<file path="src/alpha_composite_over_checker_core_macros.svh">
// Assertion macros shared by the compositor RTL.
`ifndef ALPHA_COMPOSITE_OVER_CHECKER_CORE_MACROS_SVH
`define ALPHA_COMPOSITE_OVER_CHECKER_CORE_MACROS_SVH

// Same-cycle implication, sampled on the rising clock edge and idle during reset.
`define ACOC_ASSERT_IMPLY(lbl, ante, cons) \
   lbl: assert property (@(posedge clock) disable iff (reset) (ante) |-> (cons)) \
      else $error("Assertion failed in compositor pipeline.");

// Next-cycle implication, sampled on the rising clock edge and idle during reset.
`define ACOC_ASSERT_NEXT(lbl, ante, cons) \
   lbl: assert property (@(posedge clock) disable iff (reset) (ante) |=> (cons)) \
      else $error("Assertion failed in compositor pipeline.");

`endif

</file>
<file path="src/acoc_pkg.sv">
package acoc_pkg;

   localparam int COORD_W = 12;
   localparam int CHAN_W = 8;
   localparam int CSR_IDX_W = 3;

   localparam int CELL_SIZE = 10;
   // Reciprocal of the cell size scaled by 2^16; floor is exact below 2^12.
   localparam int CELL_RECIP = (65536 + CELL_SIZE - 1) / CELL_SIZE;
   localparam int CELL_SHIFT = 16;
   localparam int PROD_W = COORD_W + CELL_SHIFT - 3;

   localparam logic [CHAN_W-1:0] LIGHT_GREY = 8'hDD;
   localparam logic [CHAN_W-1:0] DARK_GREY = 8'hBB;
   localparam logic [CHAN_W-1:0] FULL = 8'hFF;

   localparam logic [CSR_IDX_W-1:0] CSR_BG_MODE = 3'd0;
   localparam logic [CSR_IDX_W-1:0] CSR_BG_RED = 3'd1;
   localparam logic [CSR_IDX_W-1:0] CSR_BG_GREEN = 3'd2;
   localparam logic [CSR_IDX_W-1:0] CSR_BG_BLUE = 3'd3;
   localparam logic [CSR_IDX_W-1:0] CSR_BG_ALPHA = 3'd4;

   typedef enum logic [1:0] {
      KIND_PASS,
      KIND_BG,
      KIND_BLEND
   } kind_type;

   typedef struct packed {
      logic [CHAN_W-1:0] red;
      logic [CHAN_W-1:0] green;
      logic [CHAN_W-1:0] blue;
      logic [CHAN_W-1:0] alpha;
   } rgba_type;

endpackage

</file>
<file path="src/acoc_if.sv">
interface acoc_req_if import acoc_pkg::*; ();
   logic               valid;
   logic               ready;
   logic [COORD_W-1:0] pix_x;
   logic [COORD_W-1:0] pix_y;
   logic [CHAN_W-1:0]  src_red;
   logic [CHAN_W-1:0]  src_green;
   logic [CHAN_W-1:0]  src_blue;
   logic [CHAN_W-1:0]  src_alpha;

   modport source (output valid, pix_x, pix_y, src_red, src_green, src_blue, src_alpha,
                   input ready);
   modport sink (input valid, pix_x, pix_y, src_red, src_green, src_blue, src_alpha,
                 output ready);
endinterface

interface acoc_rsp_if import acoc_pkg::*; ();
   logic              valid;
   logic              ready;
   logic [CHAN_W-1:0] out_red;
   logic [CHAN_W-1:0] out_green;
   logic [CHAN_W-1:0] out_blue;
   logic [CHAN_W-1:0] out_alpha;

   modport source (output valid, out_red, out_green, out_blue, out_alpha, input ready);
   modport sink (input valid, out_red, out_green, out_blue, out_alpha, output ready);
endinterface

interface acoc_csr_if import acoc_pkg::*; ();
   logic                 valid;
   logic                 ready;
   logic [CSR_IDX_W-1:0] idx;
   logic [CHAN_W-1:0]    wdata;

   modport source (output valid, idx, wdata, input ready);
   modport sink (input valid, idx, wdata, output ready);
endinterface

</file>
<file path="src/acoc_cell.sv">
module acoc_cell import acoc_pkg::*; (
   input  logic [COORD_W-1:0] pix_x,
   input  logic [COORD_W-1:0] pix_y,
   output logic               light
);

   logic [PROD_W-1:0] prod_x;
   logic [PROD_W-1:0] prod_y;

   // The quotient by the cell size sits above bit CELL_SHIFT; only its parity matters.
   assign prod_x = PROD_W'(pix_x) * PROD_W'(CELL_RECIP);
   assign prod_y = PROD_W'(pix_y) * PROD_W'(CELL_RECIP);
   assign light = ~(prod_x[CELL_SHIFT] ^ prod_y[CELL_SHIFT]);

endmodule

</file>
<file path="src/alpha_composite_over_checker_core.sv">
// A pixel taken in passes the stage 1, stage 2 and stage 3 registers in turn before
// it is offered at the output. Throughput: one pixel per cycle while the output
// accepts; under stall a stage advances when it is empty or the next one advances.
// The three stages are cell parity, channel products, and the divide by 255.
// Reset (synchronous, active high) empties the pipeline and restores the
// background registers to checkerboard mode with solid color 0,0,0 alpha 255.
`include "alpha_composite_over_checker_core_macros.svh"

module alpha_composite_over_checker_core import acoc_pkg::*; #(
   parameter int MAX_IMAGE_DIM = 4096
) (
   input logic       clock,
   input logic       reset,
   acoc_csr_if.sink  csr_ch,
   acoc_req_if.sink  req_ch,
   acoc_rsp_if.source rsp_ch
);

   function automatic logic [CHAN_W-1:0] div255(input logic [15:0] n);
      logic [16:0] t;
      t = 17'(n) + 17'd1 + 17'(n[15:8]);
      return t[15:8];
   endfunction

   logic        bg_mode_ff;
   rgba_type    bg_color_ff;

   logic        v1_ff, v2_ff, v3_ff;
   logic        adv1, adv2, adv3;

   logic [COORD_W-1:0] x_mod, y_mod;
   logic        light1_in, light1_ff;
   kind_type    kind1_in, kind1_ff;
   rgba_type    src1_ff;

   rgba_type    bg2;
   rgba_type    direct2_in, direct2_ff;
   logic [15:0] sum_r_in, sum_g_in, sum_b_in;
   logic [15:0] sum_r_ff, sum_g_ff, sum_b_ff;
   kind_type    kind2_ff;
   logic [CHAN_W-1:0] inv_a;

   rgba_type    out3_in, out3_ff;

   assign csr_ch.ready = 1'b1;

   always_ff @(posedge clock) begin
      if (reset) begin
         bg_mode_ff <= 1'b0;
         bg_color_ff <= '{red: '0, green: '0, blue: '0, alpha: FULL};
      end else if (csr_ch.valid) begin
         case (csr_ch.idx)
            CSR_BG_MODE:  bg_mode_ff <= csr_ch.wdata[0];
            CSR_BG_RED:   bg_color_ff.red <= csr_ch.wdata;
            CSR_BG_GREEN: bg_color_ff.green <= csr_ch.wdata;
            CSR_BG_BLUE:  bg_color_ff.blue <= csr_ch.wdata;
            CSR_BG_ALPHA: bg_color_ff.alpha <= csr_ch.wdata;
            default: ;
         endcase
      end
   end

   assign adv3 = !v3_ff || rsp_ch.ready;
   assign adv2 = !v2_ff || adv3;
   assign adv1 = !v1_ff || adv2;
   assign req_ch.ready = adv1;

   always_ff @(posedge clock) begin
      if (reset) begin
         v1_ff <= 1'b0;
         v2_ff <= 1'b0;
         v3_ff <= 1'b0;
      end else begin
         if (adv1) v1_ff <= req_ch.valid;
         if (adv2) v2_ff <= v1_ff;
         if (adv3) v3_ff <= v2_ff;
      end
   end

   // Stage 1: checkerboard cell parity and source classification.
   assign x_mod = COORD_W'(32'(req_ch.pix_x) % MAX_IMAGE_DIM);
   assign y_mod = COORD_W'(32'(req_ch.pix_y) % MAX_IMAGE_DIM);

   acoc_cell u_cell (
      .pix_x (x_mod),
      .pix_y (y_mod),
      .light (light1_in)
   );

   always_comb begin
      if (req_ch.src_alpha == FULL) begin
         kind1_in = KIND_PASS;
      end else if (req_ch.src_alpha == '0) begin
         kind1_in = KIND_BG;
      end else begin
         kind1_in = KIND_BLEND;
      end
   end

   always_ff @(posedge clock) begin
      if (adv1 && req_ch.valid) begin
         light1_ff <= light1_in;
         kind1_ff <= kind1_in;
         src1_ff <= '{red: req_ch.src_red, green: req_ch.src_green,
                      blue: req_ch.src_blue, alpha: req_ch.src_alpha};
      end
   end

   // Stage 2: background selection and the weighted channel sums.
   always_comb begin
      if (bg_mode_ff) begin
         bg2 = bg_color_ff;
      end else begin
         bg2.red = light1_ff ? LIGHT_GREY : DARK_GREY;
         bg2.green = bg2.red;
         bg2.blue = bg2.red;
         bg2.alpha = FULL;
      end
   end

   assign inv_a = FULL - src1_ff.alpha;
   assign sum_r_in = 16'(src1_ff.red) * 16'(src1_ff.alpha) + 16'(bg2.red) * 16'(inv_a);
   assign sum_g_in = 16'(src1_ff.green) * 16'(src1_ff.alpha) + 16'(bg2.green) * 16'(inv_a);
   assign sum_b_in = 16'(src1_ff.blue) * 16'(src1_ff.alpha) + 16'(bg2.blue) * 16'(inv_a);
   assign direct2_in = (kind1_ff == KIND_PASS) ? src1_ff : bg2;

   always_ff @(posedge clock) begin
      if (adv2 && v1_ff) begin
         sum_r_ff <= sum_r_in;
         sum_g_ff <= sum_g_in;
         sum_b_ff <= sum_b_in;
         direct2_ff <= direct2_in;
         kind2_ff <= kind1_ff;
      end
   end

   // Stage 3: exact floor division by 255 and final selection.
   always_comb begin
      if (kind2_ff == KIND_BLEND) begin
         out3_in = '{red: div255(sum_r_ff), green: div255(sum_g_ff),
                     blue: div255(sum_b_ff), alpha: FULL};
      end else begin
         out3_in = direct2_ff;
      end
   end

   always_ff @(posedge clock) begin
      if (adv3 && v2_ff) begin
         out3_ff <= out3_in;
      end
   end

   assign rsp_ch.valid = v3_ff;
   assign rsp_ch.out_red = out3_ff.red;
   assign rsp_ch.out_green = out3_ff.green;
   assign rsp_ch.out_blue = out3_ff.blue;
   assign rsp_ch.out_alpha = out3_ff.alpha;

   `ACOC_ASSERT_IMPLY(a_stall_full, !req_ch.ready, v1_ff && v2_ff && v3_ff)
   `ACOC_ASSERT_NEXT(a_enter_stage1, req_ch.valid && req_ch.ready, v1_ff)
   `ACOC_ASSERT_NEXT(a_blend_opaque, v2_ff && adv3 && kind2_ff == KIND_BLEND,
                     rsp_ch.valid && rsp_ch.out_alpha == FULL)
   `ACOC_ASSERT_IMPLY(a_reset_empty, $past(reset), !v1_ff && !v2_ff && !v3_ff)

endmodule
</file>
<file path="src/flat_wrapper.sv">
// flat-port wrapper written by rule: the top's interface ports become plain ports
module alpha_composite_over_checker_core_flat import acoc_pkg::*;
#(
   parameter int MAX_IMAGE_DIM = 4096
)
  (clock, reset, csr_ch_valid, csr_ch_idx, csr_ch_wdata, csr_ch_ready, req_ch_valid, req_ch_pix_x, req_ch_pix_y, req_ch_src_red, req_ch_src_green, req_ch_src_blue, req_ch_src_alpha, req_ch_ready, rsp_ch_valid, rsp_ch_out_red, rsp_ch_out_green, rsp_ch_out_blue, rsp_ch_out_alpha, rsp_ch_ready);
  acoc_csr_if csr_ch_i ();
  acoc_req_if req_ch_i ();
  acoc_rsp_if rsp_ch_i ();
  input logic clock;
  input logic reset;
  input wire logic [$bits(csr_ch_i.valid)-1:0] csr_ch_valid;
  input wire logic [$bits(csr_ch_i.idx)-1:0] csr_ch_idx;
  input wire logic [$bits(csr_ch_i.wdata)-1:0] csr_ch_wdata;
  output wire logic [$bits(csr_ch_i.ready)-1:0] csr_ch_ready;
  input wire logic [$bits(req_ch_i.valid)-1:0] req_ch_valid;
  input wire logic [$bits(req_ch_i.pix_x)-1:0] req_ch_pix_x;
  input wire logic [$bits(req_ch_i.pix_y)-1:0] req_ch_pix_y;
  input wire logic [$bits(req_ch_i.src_red)-1:0] req_ch_src_red;
  input wire logic [$bits(req_ch_i.src_green)-1:0] req_ch_src_green;
  input wire logic [$bits(req_ch_i.src_blue)-1:0] req_ch_src_blue;
  input wire logic [$bits(req_ch_i.src_alpha)-1:0] req_ch_src_alpha;
  output wire logic [$bits(req_ch_i.ready)-1:0] req_ch_ready;
  output wire logic [$bits(rsp_ch_i.valid)-1:0] rsp_ch_valid;
  output wire logic [$bits(rsp_ch_i.out_red)-1:0] rsp_ch_out_red;
  output wire logic [$bits(rsp_ch_i.out_green)-1:0] rsp_ch_out_green;
  output wire logic [$bits(rsp_ch_i.out_blue)-1:0] rsp_ch_out_blue;
  output wire logic [$bits(rsp_ch_i.out_alpha)-1:0] rsp_ch_out_alpha;
  input wire logic [$bits(rsp_ch_i.ready)-1:0] rsp_ch_ready;
  assign csr_ch_i.valid = csr_ch_valid;
  assign csr_ch_i.idx = csr_ch_idx;
  assign csr_ch_i.wdata = csr_ch_wdata;
  assign csr_ch_ready = csr_ch_i.ready;
  assign req_ch_i.valid = req_ch_valid;
  assign req_ch_i.pix_x = req_ch_pix_x;
  assign req_ch_i.pix_y = req_ch_pix_y;
  assign req_ch_i.src_red = req_ch_src_red;
  assign req_ch_i.src_green = req_ch_src_green;
  assign req_ch_i.src_blue = req_ch_src_blue;
  assign req_ch_i.src_alpha = req_ch_src_alpha;
  assign req_ch_ready = req_ch_i.ready;
  assign rsp_ch_valid = rsp_ch_i.valid;
  assign rsp_ch_out_red = rsp_ch_i.out_red;
  assign rsp_ch_out_green = rsp_ch_i.out_green;
  assign rsp_ch_out_blue = rsp_ch_i.out_blue;
  assign rsp_ch_out_alpha = rsp_ch_i.out_alpha;
  assign rsp_ch_i.ready = rsp_ch_ready;
  alpha_composite_over_checker_core #(.MAX_IMAGE_DIM(MAX_IMAGE_DIM)) u_core (.clock(clock), .reset(reset), .csr_ch(csr_ch_i), .req_ch(req_ch_i), .rsp_ch(rsp_ch_i));
endmodule
</file>
<file path="config.mk">
export PLATFORM = sky130hd
export DESIGN_NAME = alpha_composite_over_checker_core_flat
export DESIGN_NICKNAME = d
export VERILOG_FILES = /design/src/acoc_pkg.sv /design/src/acoc_if.sv /design/src/acoc_cell.sv /design/src/alpha_composite_over_checker_core.sv /design/src/flat_wrapper.sv
export VERILOG_INCLUDE_DIRS = /design/src /design/src/src
export SDC_FILE = /design/constraint.sdc
export NUM_CORES = 1
export LEC_CHECK = 0
export ABC_CLOCK_PERIOD_IN_PS = 23300
export BUFFER_PORTS_ARGS = -buffer_cell sky130_fd_sc_hd__buf_2
export CELL_PAD_IN_SITES_DETAIL_PLACEMENT = 1
export CELL_PAD_IN_SITES_GLOBAL_PLACEMENT = 2
export CORE_UTILIZATION = 45
export DETAILED_ROUTE_END_ITERATION = 8
export PLACE_DENSITY = 0.95
export SYNTH_ARGS = -nofsm -noshare
export SYNTH_HDL_FRONTEND = slang
export SYNTH_HIERARCHICAL = 1
export SYNTH_SLANG_ARGS = --single-unit
</file>
<file path="constraint.sdc">
create_clock -name clock -period 23.3 [get_ports clock]
set_input_delay 3.495 -clock clock [delete_from_list [all_inputs] [get_ports clock]]
set_output_delay 3.495 -clock clock [all_outputs]
set_load 0.02 [all_outputs]
</file>
Word level (Yosys, flattened, before mapping)
Index checks and enable logic that the tools add are counted.
{"block": "op_classes", "n_mux": 5, "eq_ne": 6, "multipliers": 8, "n_addsub": 10, "n_reduce_logical": 17, "bitwise_logic": 2}
{"op": "$mul A8 B8 Y16", "count": 6}
{"op": "$mux W32", "count": 3}
{"op": "$add A16 B1 Y16 const B", "count": 3}
{"op": "$add A16 B16 Y16", "count": 3}
{"op": "$add A16 B8 Y16", "count": 3}
{"op": "$mul A12 B12 Y16 const B", "count": 2}
{"op": "$reduce_and A2 Y1", "count": 5}
{"op": "$eq A8 B8 Y1 const B", "count": 1}
{"op": "$logic_not A8 Y1", "count": 1}
{"op": "$sub A8 B8 Y8 const A", "count": 1}
{"op": "$mux W7", "count": 1}
{"op": "$eq A3 B2 Y1 const B", "count": 2}
{"op": "$eq A3 B1 Y1 const B", "count": 1}
{"op": "$eq A3 B3 Y1 const B", "count": 1}
{"op": "$logic_and A1 B1 Y1", "count": 3}
{"op": "$logic_not A1 Y1", "count": 3}
{"op": "$logic_not A3 Y1", "count": 1}
{"op": "$logic_or A1 B1 Y1", "count": 3}
{"op": "$eq A2 B2 Y1 const B", "count": 1}
{"op": "$logic_not A2 Y1", "count": 1}
{"op": "$mux W2", "count": 1}
{"op": "$not A1 Y1", "count": 1}
{"op": "$xor A1 B1 Y1", "count": 1}
{"block": "totals", "output_inout_bits": 35, "elab_cells": 74, "register_bits": 185}

Logic depth before layout (Yosys ltp)
{"block": "logic_depth", "word_depth": 5, "ltp_mapped": 24, "depth_no_buf": 23}

By module
Netlist, hierarchy kept.
{"mod": "alpha_composite_over_checker_core", "seq_area_each_um2": 5195.0, "cells_each": 2107, "area_per_inst_um2": 20345.8, "n_inst": 1}
{"mod": "acoc_cell", "seq_area_each_um2": 0.0, "cells_each": 332, "area_per_inst_um2": 3300.7, "n_inst": 1}

Worst setup path after synthesis
OpenSTA, ideal clock, no wires.
{"block": "synth_path", "kind": "input to register", "start": "input port rsp_ch_ready", "end": "register u_core/direct2_ff[0] in the netlist's numbering, enable pin", "path_slack_ps": 13111, "path_stages": 2, "arrival_time_ps": 9541, "required_time_ps": 22652, "setup_time_ps": 648, "path_cell_list": "nor2b_1 a21boi_0"}
{"block": "synth_via", "elab_chain_cells": 3}
{"element": "start, declared", "line": "flat_wrapper.sv:29", "text": "input wire logic [$bits(rsp_ch_i.ready)-1:0] rsp_ch_ready;"}
{"element": "$logic_or A1 B1 Y1", "line": "alpha_composite_over_checker_core.sv:63", "text": "assign adv3 = !v3_ff || rsp_ch.ready;"}
{"element": "$logic_or A1 B1 Y1", "line": "alpha_composite_over_checker_core.sv:64", "text": "assign adv2 = !v2_ff || adv3;"}
{"element": "$logic_and A1 B1 Y1", "line": "alpha_composite_over_checker_core.sv:128", "text": "if (adv2 && v1_ff) begin"}
{"element": "end signal, assigned", "line": "alpha_composite_over_checker_core.sv:132", "text": "direct2_ff <= direct2_in;"}
{"element": "end, declared", "line": "alpha_composite_over_checker_core.sv:37", "text": "rgba_type direct2_in, direct2_ff;"}
No other way between the ends.
A chain may end at the register's enable or synchronous reset.

Worst setup path in the final report
{"block": "layout_path", "start": "input port rsp_ch_ready", "end": "output port req_ch_ready"}
{"block": "layout_via", "elab_chain_cells": 3}
{"element": "$logic_or A1 B1 Y1", "line": "alpha_composite_over_checker_core.sv:63"}
{"element": "$logic_or A1 B1 Y1", "line": "alpha_composite_over_checker_core.sv:64"}
{"element": "$logic_or A1 B1 Y1", "line": "alpha_composite_over_checker_core.sv:65", "text": "assign adv1 = !v1_ff || adv2;"}
{"element": "end, declared", "line": "flat_wrapper.sv:23", "text": "output wire logic [$bits(req_ch_i.ready)-1:0] req_ch_ready;"}
No other way between the ends.

==> summary.txt <==
Setup path
  – R2R depth: 19
  – Critical path data arrival time: 4.58 ns
  – Cells along the critical path: buf_2 -> nor2b_1 -> nand3_1 -> buf_2
  – CP max-delay cell: nor2b_1
  – CP endpoint kind: output port
  – Register-to-register setup slack: 15.85 ns
  – WP data required: 19.81 ns
  – Worst Path Max Fanout: 6
  – Startpoint types: primary input
  – Crit path to: req_ch_ready
  – R2r endpoint: u_core/sum_b_ff[14]
  – Crit Path Class: primary input to output port
  – Max stage delay on crit path: 0.58 ns
  – Reg2reg start: u_core/bg_mode_ff
  – Worst Setup SP: rsp_ch_ready
  – Cell seen most often among critical-path stages: buf_2

Logic synthesis
  – Register area share after synthesis: 21.97%
  – #FFs+latches synth: 185
  – Synth area leaders: fa_1, edfxtp_1, ha_1
  – Synthesis Warnings: 6
  – Avg Cell Area, Syn: 9.695 sq um
  – Post-synth top area cell: fa_1
  – EDFF count, synth: 149
  – Cell count after synthesis: 2439
  – Mapped Area: 23650 sq um
  – Top_reg_cell synth: edfxtp_1
  – Async S/R FF share, synth: 0%
  – Synth top area share: 28.95%
  – Netlist cell types: 60

GRT
  – GRT Total Usage: 23.96%
  – Via count of the first global-routing pass: 19.05k
  – Global-route wire length before repair: 99010 um
  – Initial antenna violation count: 14
  – Grt ovf: 0
  – Largest net degree at the start of global routing: 58

Timing
  – Slew @ Worst Pin: 1.153 ns
  – Min cycle time layout: 8.071 ns
  – Final hold violations: 0
  – Clock Skew: 0.01149 ns
  – RSZ-0062 raised after global routing: false
  – Fin Setup TNS: 0 ns
  – FMAX: 0.1239 GHz
  – Tcrit/Tclk final: 34.64%
  – Slew headroom: 22.93%
  – Slew Limit Fails: 0
  – Finish-stage setup viols: 0

Routing
  – Met3 wire length: 2383 um
  – Router iterations before antenna repair: 5
  – DRC viols: 0
  – Vias per inst: 5.258
  – Met2 WL: 30810 um
  – Routed Antenna Nets: 0
  – Final wirelength: 60110 um
  – DR WL/cell: 18.78 um
  – Vias: 16.83k
  – 1st-iter DRT viols: 769
  – Top routing layer used: met5
  – M1 WL: 25410 um

CTS
  – CTS buffer count: 17
  – CTS tree: built
  – Post-cts resize count: 0
  – CTS Buffer Depth: 2
  – Hold-fix buffers at CTS: 0
  – CTS sink cnt: 185
  – CTS H-tree depth: 4
  – Post-CTS setup buffer count: 0
  – Clock latency on the worst-skew pair: 0.50 ns
  – Clock slew at reported path FFs: 0.07 ns
  – CTS root buffer: clkbuf_16

Placement
  – Detailed-placement wirelength estimate: 46790 um
  – I/O Buffers: 105
  – Placed Cells: 3163
  – Gpl congestion: 0.8368

Floorplan
  – # IOs: 107
  – Die height: 231.2 um
  – Row count: 83
  – CORE AREA: 51610 sq um
  – Initial core utilization: 45.81%
  – Die Area: 53470 sq um
  – Die width: 231.2 um

Final layout
  – Area occupied by multi-input gates: 16240 sq um
  – Nets: 3233
  – Storage cell area: 5195 sq um
  – Most common cell after layout, fill and taps aside: inv_1
  – Area grow syn2layout: 7.852%
  – Fraction of layout cells with a size suffix above 1: 8.867%
  – Leading cell types in the layout, fill and taps excluded: inv_1, fa_1, ha_1
  – Util after Layout: 49.41%
  – Non-filler cells in the finished layout: 3200
  – Final-layout fill cell count: 5836

Job
  – Max Cap Viol: 0

Status
  – Status: completed

Min path
  – Min-Delay Path Class: flop to flop
layout make-up:
| cell class | count | share of cell area [%] |
|---|---|---|
| Antenna cell | 5 | 0.04906 |
| Clock buffer | 17 | 1.668 |
| Clock inverter | 15 | 0.7114 |
| Inverter | 521 | 7.668 |
| Multi-Input combinational cell | 1656 | 63.67 |
| Sequential cell | 185 | 20.37 |
| Tap cell | 680 | 3.336 |
| Timing Repair Buffer | 121 | 2.532 |
sequential cells by signal, summed over array words and instances (netlist names):
register and cells:
u_core/bg_color_ff 32, u_core/direct2_ff 32, u_core/src1_ff 32, u_core/sum_b_ff 16, u_core/sum_g_ff 16, u_core/sum_r_ff 16, u_core/rsp_ch.out_alpha 8, u_core/rsp_ch.out_blue 8
u_core/rsp_ch.out_green 8, u_core/rsp_ch.out_red 8, u_core/kind1_ff 2, u_core/kind2_ff 2, u_core/bg_mode_ff 1, u_core/light1_ff 1, u_core/rsp_ch.valid 1, u_core/v1_ff 1
u_core/v2_ff 1
cell families (layout without fill, tap and decap cells):
kind of cell | Yosys count | after routing | share of synthesized area, %
fa+ha+maj | 659 | 659 | 45.73
mux | 3 | 3 | 0.1270
flops | 185 | 185 | 21.97
xor+xnor | 85 | 85 | 3.206
buf+inv | 600 | 674 | 9.551
simple gates | 678 | 678 | 13.41
other cells | 2 | 9 | 0.03176
compound gates | 227 | 227 | 5.974
how the worst min path moves through the flow:
stage                      startpoint                      to  slack (ns)  cells past startpoint
5_1_grt        u_core/bg_color_ff[11]  u_core/bg_color_ff[11]        0.48                      2
6_report       u_core/bg_color_ff[11]  u_core/bg_color_ff[11]        0.46                      2
4_1_cts        u_core/bg_color_ff[26]  u_core/bg_color_ff[26]        0.46                      2
2_1_floorplan  u_core/bg_color_ff[11]  u_core/bg_color_ff[11]        0.44                      2
3_3_place_gp   u_core/bg_color_ff[18]  u_core/bg_color_ff[18]        0.44                      2
3_5_place_dp   u_core/bg_color_ff[26]  u_core/bg_color_ff[26]        0.45                      2
per-stage QoR:
step / area [sq um] / hold slack [ns] / setup WS [ns]
floorplan: 23650 / 0.4363 / 13.11
global placement: 24880 / 0.4422 / 15.30
detailed placement: 24880 / 0.4499 / 15.20
CTS: 25490 / 0.4603 / 15.20
global route: 25500 / 0.4813 / 15.13
finish: 25500 / 0.4608 / 15.23
synthesized netlist by cell type, types with 4 or more instances:
| cell | instances |
|---|---|
| nand3b_1 | 10 |
| nor2b_1 | 6 |
| o21ai_1 | 9 |
| xor2_1 | 16 |
| and4_1 | 4 |
| a21oi_1 | 87 |
| o211ai_1 | 8 |
| ha_1 | 317 |
| dfxtp_1 | 36 |
| clkbuf_1 | 71 |
| nand4_1 | 4 |
| nor3_1 | 12 |
| a21o_1 | 10 |
| nand3_1 | 18 |
| buf_1 | 5 |
| nand2b_1 | 16 |
| fa_1 | 342 |
| o21a_1 | 10 |
| inv_1 | 520 |
| a211oi_2 | 4 |
| o31ai_1 | 6 |
| a211oi_1 | 11 |
| nand2_1 | 217 |
| and3_1 | 5 |
| nor2_1 | 213 |
| edfxtp_1 | 149 |
| or2_2 | 57 |
| and2_1 | 101 |
| a31oi_1 | 16 |
| o21ai_0 | 45 |
| xnor2_1 | 68 |
worst max-delay path: cells and delay by family:
kind	cells	cell delay, ns
simple gates	2	0.78
buf+inv	2	0.30
routing by layer:
layer | track usage (%) | vias up
li1 | - | 7734
met1 | 29.07 | 8690
met2 | 42.81 | 293
met3 | 4.220 | 94
met4 | 7.699 | 16
met5 | 0 | -
Power is left out: the tool's default activity adds up to more than one toggle a clock period on the data nets, which glitch-free logic cannot reach.
